==> src/design/mpeg_frame_packet_segmenter_assert.svh <==
// ----------------------------------------------------------------------------
// mpeg_frame_packet_segmenter_assert
// assertion macros shared by the queue and back modules
// ----------------------------------------------------------------------------
`ifndef MPEG_FRAME_PACKET_SEGMENTER_ASSERT_SVH
`define MPEG_FRAME_PACKET_SEGMENTER_ASSERT_SVH

// same-cycle implication
`define MFPS_ASSERT_IMPL(label, clk, rstn, ante, cons) \
    label: assert property (@(posedge clk) disable iff (!(rstn)) (ante) |-> (cons)) \
        else $error("assertion failed: label");

// next-cycle implication
`define MFPS_ASSERT_NEXT(label, clk, rstn, ante, cons) \
    label: assert property (@(posedge clk) disable iff (!(rstn)) (ante) |=> (cons)) \
        else $error("assertion failed: label");

`endif

==> src/design/mfps_pkg.sv <==
// ----------------------------------------------------------------------------
// mfps_pkg
// types and constants of the frame packet segmenter
// ----------------------------------------------------------------------------
`timescale 1ns / 1ps

package mfps_pkg;

    localparam int SLICE_BYTES = 64;
    localparam int MAX_PACKETS = 64;
    localparam int QUEUE_DEPTH = 2;

    localparam int ROOM_W = 14;
    localparam int CNT_W  = $clog2(MAX_PACKETS + 1);

    typedef enum logic [2:0] {
        CFG_MTU       = 3'd0,
        CFG_HEADER    = 3'd1,
        CFG_KIND      = 3'd2,
        CFG_SOURCE    = 3'd3,
        CFG_BASE      = 3'd4,
        CFG_DELAY     = 3'd5,
        CFG_TICKS     = 3'd6,
        CFG_FIRST_SEQ = 3'd7
    } cfg_index_t;

    typedef enum logic [2:0] {
        PIC_UNKNOWN = 3'd0,
        PIC_I       = 3'd1,
        PIC_P       = 3'd2,
        PIC_B       = 3'd3,
        PIC_D       = 3'd4
    } pic_code_t;

    typedef struct packed {
        logic [ROOM_W-1:0] mtu_bytes;
        logic [6:0]        header_bytes;
        logic [6:0]        payload_kind;
        logic [31:0]       source_id;
        logic [31:0]       stamp_base;
        logic [31:0]       delay_ticks;
        logic [31:0]       frame_ticks_q16;
    } cfg_t;

    typedef struct packed {
        logic [15:0] bytes;
        logic [2:0]  code;
        logic [31:0] stamp;
    } frame_desc_t;

    typedef struct packed {
        logic [15:0] payload_bytes;
        logic [2:0]  picture_code;
        logic        marker;
        logic [15:0] sequence_number;
        logic [31:0] timestamp;
        logic [31:0] source_out;
        logic [6:0]  payload_type_out;
    } pkt_t;

    typedef struct packed {
        logic        load;
        logic [15:0] value;
    } seq_load_t;

endpackage

==> src/design/mpeg_frame_packet_segmenter.sv <==
// ----------------------------------------------------------------------------
// mpeg_frame_packet_segmenter
// splits video frame descriptors into timestamped packet descriptors
// ----------------------------------------------------------------------------
// One frame transaction in, one packet transaction out per packet. The front
// takes a frame whenever the two-entry frame queue has room; the back
// sequencer fetches a frame from the queue in its idle state and then emits
// one packet per cycle while the output is not stalled; a frame yields at most
// 64 packets. Frames under one byte yield no packets but still advance the
// frame clock. Configuration writes take effect at once and are meant to be
// made while the block is idle.
`timescale 1ns / 1ps

module mpeg_frame_packet_segmenter import mfps_pkg::*; (
    input  logic         aclk,
    input  logic         aresetn,
    input  logic         cfg_we,
    input  logic [2:0]   cfg_index,
    input  logic [31:0]  cfg_data,
    input  logic         s_tvalid,
    output logic         s_tready,
    input  logic [23:0]  s_tdata,   // frame_bits[18:0], zero pad
    input  logic [7:0]   s_tuser,   // type_letter[7:0]
    output logic         m_tvalid,
    input  logic         m_tready,
    // payload_bytes[15:0], sequence_number[31:16], timestamp[63:32],
    // source_out[95:64], payload_type_out[102:96], zero pad
    output logic [103:0] m_tdata,
    output logic [2:0]   m_tuser,   // picture_code[2:0]
    output logic         m_tlast
);

    cfg_t        cfg_reg, cfg_next;
    seq_load_t   seq_load;
    frame_desc_t q_in, q_head;
    logic        q_push, q_pop, q_full, q_empty;
    pkt_t        pkt;

    always_comb begin
        cfg_next       = cfg_reg;
        seq_load.load  = 1'b0;
        seq_load.value = cfg_data[15:0];
        if (cfg_we) begin
            unique case (cfg_index_t'(cfg_index))
                CFG_MTU:       cfg_next.mtu_bytes       = cfg_data[ROOM_W-1:0];
                CFG_HEADER:    cfg_next.header_bytes    = cfg_data[6:0];
                CFG_KIND:      cfg_next.payload_kind    = cfg_data[6:0];
                CFG_SOURCE:    cfg_next.source_id       = cfg_data;
                CFG_BASE:      cfg_next.stamp_base      = cfg_data;
                CFG_DELAY:     cfg_next.delay_ticks     = cfg_data;
                CFG_TICKS:     cfg_next.frame_ticks_q16 = cfg_data;
                CFG_FIRST_SEQ: seq_load.load            = 1'b1;
            endcase
        end
    end

    always_ff @(posedge aclk) begin
        if (!aresetn) begin
            cfg_reg.mtu_bytes       <= ROOM_W'(1500);
            cfg_reg.header_bytes    <= 7'd16;
            cfg_reg.payload_kind    <= 7'd32;
            cfg_reg.source_id       <= '0;
            cfg_reg.stamp_base      <= '0;
            cfg_reg.delay_ticks     <= '0;
            cfg_reg.frame_ticks_q16 <= 32'd235929600;
        end else begin
            cfg_reg <= cfg_next;
        end
    end

    mfps_front u_front (
        .aclk        (aclk),
        .aresetn     (aresetn),
        .cfg         (cfg_reg),
        .s_tvalid    (s_tvalid),
        .s_tready    (s_tready),
        .frame_bits  (s_tdata[18:0]),
        .type_letter (s_tuser),
        .q_full      (q_full),
        .q_push      (q_push),
        .q_data      (q_in)
    );

    mfps_queue #(
        .DEPTH (QUEUE_DEPTH)
    ) u_queue (
        .aclk      (aclk),
        .aresetn   (aresetn),
        .push      (q_push),
        .push_data (q_in),
        .pop       (q_pop),
        .head      (q_head),
        .full      (q_full),
        .empty     (q_empty)
    );

    mfps_back u_back (
        .aclk     (aclk),
        .aresetn  (aresetn),
        .cfg      (cfg_reg),
        .seq_load (seq_load),
        .q_empty  (q_empty),
        .q_head   (q_head),
        .q_pop    (q_pop),
        .m_tvalid (m_tvalid),
        .m_tready (m_tready),
        .pkt      (pkt)
    );

    assign m_tdata = {1'b0, pkt.payload_type_out, pkt.source_out, pkt.timestamp,
                      pkt.sequence_number, pkt.payload_bytes};
    assign m_tuser = pkt.picture_code;
    assign m_tlast = pkt.marker;

endmodule

==> src/design/mfps_front.sv <==
// ----------------------------------------------------------------------------
// mfps_front
// accepts frame transactions, maps the picture type and stamps the frame
// ----------------------------------------------------------------------------
`timescale 1ns / 1ps

module mfps_front import mfps_pkg::*; (
    input  logic        aclk,
    input  logic        aresetn,
    input  cfg_t        cfg,
    input  logic        s_tvalid,
    output logic        s_tready,
    input  logic [18:0] frame_bits,
    input  logic [7:0]  type_letter,
    input  logic        q_full,
    output logic        q_push,
    output frame_desc_t q_data
);

    logic [47:0] acc_reg, acc_next;
    logic        accept;

    function automatic logic [2:0] picture_of(input logic [7:0] letter);
        logic [2:0] code;
        unique case (letter)
            8'h49:   code = PIC_I;
            8'h50:   code = PIC_P;
            8'h42:   code = PIC_B;
            8'h44:   code = PIC_D;
            default: code = PIC_UNKNOWN;
        endcase
        return code;
    endfunction

    assign s_tready = !q_full;
    assign accept   = s_tvalid && s_tready;

    always_comb begin
        q_data.bytes = frame_bits[18:3];
        q_data.code  = picture_of(type_letter);
        q_data.stamp = cfg.stamp_base + cfg.delay_ticks + acc_reg[47:16];
        q_push       = accept && (frame_bits[18:3] != 16'd0);
        acc_next     = accept ? acc_reg + {16'd0, cfg.frame_ticks_q16} : acc_reg;
    end

    always_ff @(posedge aclk) begin
        if (!aresetn) begin
            acc_reg <= '0;
        end else begin
            acc_reg <= acc_next;
        end
    end

endmodule

==> src/design/mfps_queue.sv <==
// ----------------------------------------------------------------------------
// mfps_queue
// short frame descriptor queue between front and back
// ----------------------------------------------------------------------------
`timescale 1ns / 1ps
`include "mpeg_frame_packet_segmenter_assert.svh"

module mfps_queue import mfps_pkg::*; #(
    parameter int DEPTH = 2
) (
    input  logic        aclk,
    input  logic        aresetn,
    input  logic        push,
    input  frame_desc_t push_data,
    input  logic        pop,
    output frame_desc_t head,
    output logic        full,
    output logic        empty
);

    localparam int PTR_W = (DEPTH > 1) ? $clog2(DEPTH) : 1;
    localparam int CNT_W_Q = $clog2(DEPTH + 1);

    frame_desc_t        mem_reg [DEPTH];
    logic [PTR_W-1:0]   wr_ptr_reg, wr_ptr_next;
    logic [PTR_W-1:0]   rd_ptr_reg, rd_ptr_next;
    logic [CNT_W_Q-1:0] count_reg, count_next;

    function automatic logic [PTR_W-1:0] bump(input logic [PTR_W-1:0] p);
        return (p == PTR_W'(DEPTH - 1)) ? '0 : p + PTR_W'(1);
    endfunction

    assign full  = (count_reg == CNT_W_Q'(DEPTH));
    assign empty = (count_reg == '0);
    assign head  = mem_reg[rd_ptr_reg];

    always_comb begin
        wr_ptr_next = push ? bump(wr_ptr_reg) : wr_ptr_reg;
        rd_ptr_next = pop ? bump(rd_ptr_reg) : rd_ptr_reg;
        count_next  = count_reg;
        if (push && !pop) begin
            count_next = count_reg + CNT_W_Q'(1);
        end else if (pop && !push) begin
            count_next = count_reg - CNT_W_Q'(1);
        end
    end

    always_ff @(posedge aclk) begin
        if (push) begin
            mem_reg[wr_ptr_reg] <= push_data;
        end
    end

    always_ff @(posedge aclk) begin
        if (!aresetn) begin
            wr_ptr_reg <= '0;
            rd_ptr_reg <= '0;
            count_reg  <= '0;
        end else begin
            wr_ptr_reg <= wr_ptr_next;
            rd_ptr_reg <= rd_ptr_next;
            count_reg  <= count_next;
        end
    end

    `MFPS_ASSERT_IMPL(a_no_push_full, aclk, aresetn, full, !push)
    `MFPS_ASSERT_IMPL(a_no_pop_empty, aclk, aresetn, empty, !pop)
    `MFPS_ASSERT_NEXT(a_count_up, aclk, aresetn, push && !pop, count_reg == $past(count_reg) + CNT_W_Q'(1))

endmodule

==> src/design/mfps_back.sv <==
// ----------------------------------------------------------------------------
// mfps_back
// cuts one queued frame into packet transactions, one per cycle while the output is not stalled
// ----------------------------------------------------------------------------
`timescale 1ns / 1ps
`include "mpeg_frame_packet_segmenter_assert.svh"

module mfps_back import mfps_pkg::*; (
    input  logic        aclk,
    input  logic        aresetn,
    input  cfg_t        cfg,
    input  seq_load_t   seq_load,
    input  logic        q_empty,
    input  frame_desc_t q_head,
    output logic        q_pop,
    output logic        m_tvalid,
    input  logic        m_tready,
    output pkt_t        pkt
);

    typedef enum logic [1:0] {
        ST_IDLE = 2'b01,
        ST_SEND = 2'b10
    } state_t;

    localparam logic [CNT_W-1:0] LAST_CNT = CNT_W'(MAX_PACKETS - 1);

    state_t            state_reg, state_next;
    logic [15:0]       left_reg, left_next;
    logic [CNT_W-1:0]  count_reg, count_next;
    logic [2:0]        code_reg, code_next;
    logic [31:0]       stamp_reg, stamp_next;
    logic [15:0]       seq_reg, seq_next;
    logic              valid_reg, valid_next;
    pkt_t              pkt_reg, pkt_next;

    logic [ROOM_W-1:0] room, slice;
    logic              out_free, take_slice, mark;
    logic [15:0]       size;

    always_comb begin
        room       = (cfg.mtu_bytes > {7'd0, cfg.header_bytes})
                   ? cfg.mtu_bytes - {7'd0, cfg.header_bytes} : '0;
        slice      = ROOM_W'(room / SLICE_BYTES * SLICE_BYTES);
        take_slice = (left_reg > {2'd0, room}) && (slice != '0) && (count_reg != LAST_CNT);
        size       = take_slice ? {2'd0, slice} : left_reg;
        mark       = !take_slice;
        out_free   = !valid_reg || m_tready;
    end

    always_comb begin
        state_next = state_reg;
        left_next  = left_reg;
        count_next = count_reg;
        code_next  = code_reg;
        stamp_next = stamp_reg;
        seq_next   = seq_reg;
        valid_next = valid_reg && !m_tready;
        pkt_next   = pkt_reg;
        q_pop      = 1'b0;
        unique case (state_reg)
            ST_IDLE: begin
                priority if (seq_load.load) begin
                    seq_next = seq_load.value;
                end else if (!q_empty) begin
                    q_pop      = 1'b1;
                    left_next  = q_head.bytes;
                    code_next  = q_head.code;
                    stamp_next = q_head.stamp;
                    count_next = '0;
                    state_next = ST_SEND;
                end
            end
            ST_SEND: begin
                if (out_free) begin
                    valid_next                = 1'b1;
                    pkt_next.payload_bytes    = size;
                    pkt_next.picture_code     = code_reg;
                    pkt_next.marker           = mark;
                    pkt_next.sequence_number  = seq_reg;
                    pkt_next.timestamp        = stamp_reg;
                    pkt_next.source_out       = cfg.source_id;
                    pkt_next.payload_type_out = cfg.payload_kind;
                    left_next                 = left_reg - size;
                    count_next                = count_reg + CNT_W'(1);
                    seq_next                  = seq_reg + 16'd1;
                    if (mark) begin
                        state_next = ST_IDLE;
                    end
                end
            end
            default: begin
                state_next = ST_IDLE;
            end
        endcase
    end

    always_ff @(posedge aclk) begin
        left_reg  <= left_next;
        count_reg <= count_next;
        code_reg  <= code_next;
        stamp_reg <= stamp_next;
        pkt_reg   <= pkt_next;
    end

    always_ff @(posedge aclk) begin
        if (!aresetn) begin
            state_reg <= ST_IDLE;
            seq_reg   <= '0;
            valid_reg <= 1'b0;
        end else begin
            state_reg <= state_next;
            seq_reg   <= seq_next;
            valid_reg <= valid_next;
        end
    end

    assign m_tvalid = valid_reg;
    assign pkt      = pkt_reg;

    `MFPS_ASSERT_IMPL(a_last_marks, aclk, aresetn, (state_reg == ST_SEND) && (count_reg == LAST_CNT), mark)
    `MFPS_ASSERT_IMPL(a_no_pop_busy, aclk, aresetn, state_reg == ST_SEND, !q_pop)
    `MFPS_ASSERT_NEXT(a_seq_step, aclk, aresetn, (state_reg == ST_SEND) && out_free, seq_reg == $past(seq_reg) + 16'd1)

endmodule

==> config.mk <==
export PLATFORM = sky130hd
export DESIGN_NAME = mpeg_frame_packet_segmenter
export DESIGN_NICKNAME = d
export VERILOG_FILES = /design/src/design/mfps_pkg.sv /design/src/design/mpeg_frame_packet_segmenter.sv /design/src/design/mfps_front.sv /design/src/design/mfps_queue.sv /design/src/design/mfps_back.sv
export VERILOG_INCLUDE_DIRS = /design/src /design/src/design
export SDC_FILE = /design/constraint.sdc
export NUM_CORES = 1
export LEC_CHECK = 0
export BUFFER_PORTS_ARGS = -buffer_cell sky130_fd_sc_hd__buf_2
export CAP_MARGIN = 20
export CORE_MARGIN = 2
export CORE_UTILIZATION = 55
export DETAILED_ROUTE_END_ITERATION = 7
export GPL_ROUTABILITY_DRIVEN = 1
export PLACE_DENSITY_LB_ADDON = 0.2
export SYNTH_ARGS = -nofsm -noshare
export SYNTH_HDL_FRONTEND = slang
export SYNTH_SLANG_ARGS = --single-unit
==> constraint.sdc <==
create_clock -name aclk -period 14 [get_ports aclk]
set_clock_uncertainty 0.2 [all_clocks]
set_input_delay 2.1 -clock aclk [delete_from_list [all_inputs] [get_ports aclk]]
set_output_delay 2.1 -clock aclk [all_outputs]
set_load 0.03 [all_outputs]
Word level (Yosys, flattened, before mapping) --
Memory sizes are Yosys's and may differ from the RTL's. A register that Yosys moved wholly into a read port is not among the register bits. Index checks and enable logic that the tools add are counted.
Word-level totals: output and inout port bits 110, register bits after elaboration 392, logic and storage cells 127, memories 1, RAM bits 102
Memory list:
- u_queue.mem_reg | words 2, bits a word 51, rd ports 1, clocked after Yosys merged registers in 1, wr ports 1, line mfps_queue.sv:24 | frame_desc_t mem_reg [DEPTH];
Operators by class: equal/unequal tests 20, muxes and demuxes 34, order comparisons 2, reduce and logical (&&, ||, !) cells 32, bitwise gates (word level) 2, add/subtract/negate cells 11
Operator list (number):
- 16-bit 2-to-1 mux | 6
- 32-bit adder | 2
- 16-bit one-hot mux with 2 select lines | 2
- 48-bit by 32-bit adder with 48-bit output | 1
- 8-bit by 7-bit equality test with 1-bit output (second input constant) | 4
- 7-bit 2-to-1 mux | 3
- 16-bit by 1-bit adder with 16-bit output (second input constant) | 1
- 16-bit by 14-bit > comparator with 1-bit output | 1
- 2-bit AND reduction | 8
- 16-bit nonzero test | 1
- 16-bit subtractor | 1
- 14-bit by 7-bit > comparator with 1-bit output | 1
- 14-bit 2-to-1 mux | 1
- 7-bit one-hot mux with 2 select lines | 1
- 14-bit nonzero test | 1
- 14-bit by 7-bit subtractor with 14-bit output | 1
- 1-bit 2-to-1 mux | 13
- 3-bit equality test (second input constant) | 4
- 2-bit 2-to-1 mux | 6
- 3-bit one-hot mux with 4 select lines | 1
- 2-bit != test (second input constant) | 4
- 4-bit AND reduction | 2
- 7-bit by 1-bit adder with 7-bit output (second input constant) | 1
- 1-bit logical AND | 7
- other kinds (17) | 28

Longest topological paths before layout --
word-level depth 9, gate-level depth with buffers 30, depth with buffers taken out 29

By module --
Synthesis repeated with hierarchy kept, for this count alone.
Unflattened totals: cells, all modules 2131, area, all modules 23842.9 um^2
By module, submodules not included:
- mfps_back | cells an instance 624, instances 1, area an instance 8029.0 um^2, seq. area each 5335.1 um^2
- mfps_front | cells an instance 758, instances 1, area an instance 6055.8 um^2, seq. area each 960.9 um^2
- mpeg_frame_packet_segmenter | cells an instance 568, instances 1, area an instance 5864.4 um^2, seq. area each 3123.0 um^2
- mfps_queue | cells an instance 181, instances 1, area an instance 3893.7 um^2, seq. area each 3163.0 um^2

Least setup slack after synthesis --
OpenSTA, ideal clock, no wires.
kind reg2reg, from register cfg_reg[142] in the netlist's numbering, to register u_back.left_reg[15], data pin, cell stages (with the launch flop) 31, setup time 0.270 ns, period minus slack after synthesis 6.179 ns, required time 13.530 ns, path slack 7.821 ns, arrival time 5.710 ns, cells stage by stage dfxtp_1 inv_1 ha_1 inv_1 fa_1 a211oi_1 o21ai_0 a21oi_1 nor2_1 nor3_1 nor2_1 inv_1 ha_1 nand4_1 nor2_1 nor4b_1 a221o_1 o21ai_0 a21oi_1 buf_2 mux2i_1 ha_1 o21a_1 o21ai_0 nand2b_1 a21o_1 a21o_1 a21o_1 a311o_1 mux2i_1 o31ai_1
Between the ends: word-level cells in the longest chain between the ends 9, elaborated cells between the ends (all ways) 11
RTL lines:
- from (decl) | line mpeg_frame_packet_segmenter.sv:33 | cfg_t cfg_reg, cfg_next;
- from (signal assigned) | line mpeg_frame_packet_segmenter.sv:67 | cfg_reg <= cfg_next;
- 14-bit by 7-bit subtractor with 14-bit output or 14-bit by 7-bit > comparator with 1-bit output (tied branches) | line mfps_back.sv:43, mfps_back.sv:42
- 14-bit 2-to-1 mux (*) | line mfps_back.sv:43 | ? cfg.mtu_bytes - {7'd0, cfg.header_bytes} : '0;
- 16-bit by 14-bit > comparator with 1-bit output or 14-bit nonzero test (tied branches) | line mfps_back.sv:45 | take_slice = (left_reg > {2'd0, room}) && (slice != '0) && (count_reg != LAST_CNT);
- 1-bit logical AND (2 in series) | line mfps_back.sv:45
- 16-bit 2-to-1 mux (*) | line mfps_back.sv:46 | size = take_slice ? {2'd0, slice} : left_reg;
- 16-bit subtractor (*) | line mfps_back.sv:84 | left_next = left_reg - size;
- 16-bit 2-to-1 mux (*) | line mfps_back.sv:75 | if (out_free) begin
- 16-bit one-hot mux with 2 select lines (*) | line mfps_back.sv:61 | unique case (state_reg)
- net u_back.left_next[15] | line mfps_back.sv:29 | logic [15:0] left_reg, left_next;
- to (signal assigned) | line mfps_back.sv:99 | left_reg <= left_next;
- to (decl) | line mfps_back.sv:29
The timed path passes the listed nets; every way through them passes the cells marked *. The select of a mux whose other input is x is not followed. A chain may end at the register's enable or synchronous reset.

Final worst setup path --
from register cfg_reg[135] in the netlist's numbering, to register u_back.left_reg[15], data pin
Same word-level chain as after synthesis.

==> summary.md <==
| Metric | Value |
|---|---|
| Post-CTS setup buffers | `0` |
| Lkg Pwr | `10.10 nW` |
| Max IR drop VDD | `0.1122 mV` |
| Total wire length | `54980 um` |
| Clock Latency Late Sink | `0.59 ns` |
| Initial Utilization | `56.04%` |
| Part of the power in registers | `47.5%` |
| Crit path largest cell delay | `0.59 ns` |
| EDFF count, synth | `267` |
| Post-Syn Area | `0.02299 mm^2` |
| Non-filler cells, final | `2937` |
| Adder-cell area share of the yosys netlist | `8.132%` |
| Synth Area in Simple Gates | `15.24%` |
| Most common cell after layout, fill and taps aside | `nand2_1` |
| Post-synth ARST share | `0%` |
| Gates resized, CTS repair | `0` |
| DRC viols | `0` |
| DRT iter0 DRCs | `1189` |
| Layout cells sized above 1 | `13.80%` |
| Clk slew on worst S/H paths | `0.06 ns` |
| Final Cycle Share | `51.59%` |
| Most frequent cells in the layout | `426 x nand2_1, 267 x edfxtp_1, 261 x a21oi_1` |
| Synth Instances | `2223` |
| Clk network pwr share | `33.0%` |
| CP Max Fanout | `19` |
| Final setup violation count | `0` |
| CP top delay family | `compound AO/OA/AOI/OAI gates` |
| Avg Inst Size Synth | `10.34 um^2` |
| Vias per cell | `5.746` |
| Layout Nets | `2566` |
| WL per Instance | `18.72 um` |
| Total number of vias | `16880` |
| Sw frac | `28.75%` |
| CP required | `14.13 ns` |
| WP data arrival | `7.35 ns` |
| MaxCap Viol Count | `0` |
| Clock Tree Buf Depth | `3` |
| Gr ovfl total | `0` |
| Worst setup startpoint | `cfg_reg[135]$_SDFFE_PN0P_` |
| Drt pass-1 iters | `5` |
| Post-layout min period | `7.222 ns` |
| #FFs+latches synth | `495` |
| Comb pwr share | `19.5%` |
| Main combinational cell family by area after synthesis | `simple AND/OR/NAND/NOR gates` |
| Prevailing post-synth register cell | `edfxtp_1` |
| Run status | `completed` |
| Tot GR Track Use | `25.24%` |
| Vias in the first global route | `16310` |
| Area delta synth->final | `12.82%` |
| FF-to-FF Start | `cfg_reg[135]$_SDFFE_PN0P_` |
| Final Hold Fails | `0` |
| Syn Nets | `2424` |
| Fin worst setup slack | `6.778 ns` |
| Count of different cell masters after synthesis | `76` |
| CTS buffer count | `51` |
| TritonCTS clock tree | `built` |
| Worst setup EP type | `flop` |
| Gpl congestion | `0.9132` |
| Internal power | `2.830 mW` |
| CTS sink count | `495` |
| Worst Setup Start Kind | `flop` |
| Max-Slew Margin vs Limit | `28.15%` |
| DP Wirelength | `37310 um` |
| Slew at the pin closest to its max-slew limit | `1.071 ns` |
| Root buf cell | `clkbuf_16` |
| Pwr Density | `153.2 mW/mm^2` |
| Mux cell area share after synthesis | `2.945%` |
| Sequential-to-total area share from yosys stat | `54.74%` |
| Core ar. | `0.04102 mm^2` |
| Final hold slack | `0.2168 ns` |
| Max reg flops | `156` |
| Final instance area | `0.02593 mm^2` |
| CTS Hold Bufs | `0` |
| Die Span Y | `208.4 um` |
| # diodes | `0` |
| Final Max Tran Viols | `0` |
| Worst Hold Launch | `u_back.stamp_reg[13]$_DFFE_PP_` |
| First-pass GRT wire length | `86860 um` |
| Synth Area in XOR/XNOR | `2.515%` |
| Io pins | `182` |
| DP Area | `0.02431 mm^2` |
| Compound-Gate Fraction of Synth Area | `13.61%` |
| HP Class | `reg2reg` |
| Yosys warns | `0` |
| Max H-tree Level | `2` |
| Initial antenna violation count | `0` |
| Die area | `0.04344 mm^2` |
| Cell total after placement | `2843` |
| Dpl ws | `6.847 ns` |
| Net switching power | `1.142 mW` |
| Max Freq | `0.1385 GHz` |
| Kind of critical path | `reg2reg` |
| Largest net degree at the start of global routing | `81` |
| Slowest stage cell on the critical path | `a21oi_2` |
| # port buffers | `172` |
| Std cell rows | `74` |
| Buf/Inv on CP | `3` |
| Post-DRT Antenna Nets | `0` |
| Die Wd | `208.4 um` |
| Setup Total Neg Slack | `0 ns` |
| RSZ-0062 raised after global routing | `no` |
==> cell type report <==
class	count	area [um^2]
clock inverter	32	286.5
inverter	60	232.7
multi-input combinational	1563	9806
clock buffer	61	1314
fill	3357	15080
tap	532	665.6
sequential	495	12580
timing repair buffer	194	1046
==> power groups by stage <==
stage | Sequential (mW) | Combinational, mW | Clock, mW
floorplan | 1.91 | 0.524 | 0
global placement | 1.91 | 0.737 | 0
detailed placement | 1.92 | 0.756 | 0
CTS | 1.89 | 0.763 | 1.34
global route | 1.90 | 0.866 | 1.39
finish | 1.89 | 0.776 | 1.31
==> metal layers <==
metal	vias to the layer above	track usage (%)	wire length (um)
met5	-	0	0
met1	8121	35.42	24990
li1	8203	-	-
met3	101	4.966	3540
met2	451	39.59	24870
met4	0	8.137	1577
==> cells in the mapped netlist, types with 25 or more instances <==
master	instances	area (um^2)
a21o_1	43	322.8
nor3_1	25	125.1
o21ai_0	90	450.4
clkbuf_1	84	315.3
mux2i_1	26	260.3
fa_1	34	680.7
nand3_1	65	325.3
xnor2_1	37	324.1
mux2_2	37	416.7
dfxtp_1	228	4564
nand2_1	426	1599
inv_1	60	225.2
nor2_1	98	367.9
ha_1	95	1189
xor2_1	29	254.0
a21oi_1	262	1311
edfxtp_1	267	8018
nor2b_1	26	162.7
==> stage by stage <==
step | total power, mW | util [%]
detailed placement | 2.672 | 59.26
floorplan | 2.437 | -
global placement | 2.644 | 59.24
global route | 4.159 | 63.23
CTS | 3.985 | 63.16
finish | 3.972 | 63.23
==> cell families (layout without fill, tap and decap cells) <==
family / count (synthesis) / count (layout)
AO/OA/AOI/OAI: 525 / 525
XOR/XNOR: 66 / 66
adder cells (fa/ha/maj): 129 / 129
buffers and inverters: 165 / 347
flip-flops: 495 / 495
multiplexers: 63 / 63
other: 2 / 2
AND/OR/NAND/NOR: 778 / 778
==> path summary, 6_finish.rpt <==
kind | slack (ns) | end | depth (start not counted)
setup / recovery | 6.78 | u_back.left_reg[15]$_DFFE_PP_ | 28
hold / removal | 0.22 | u_back.pkt[52]$_DFFE_PP_ | 0
setup reg to reg | 6.78 | u_back.left_reg[15]$_DFFE_PP_ | 28
hold reg to reg | 0.22 | u_back.pkt[52]$_DFFE_PP_ | 0
No activity file was read; power rests on OpenSTA's default activity.
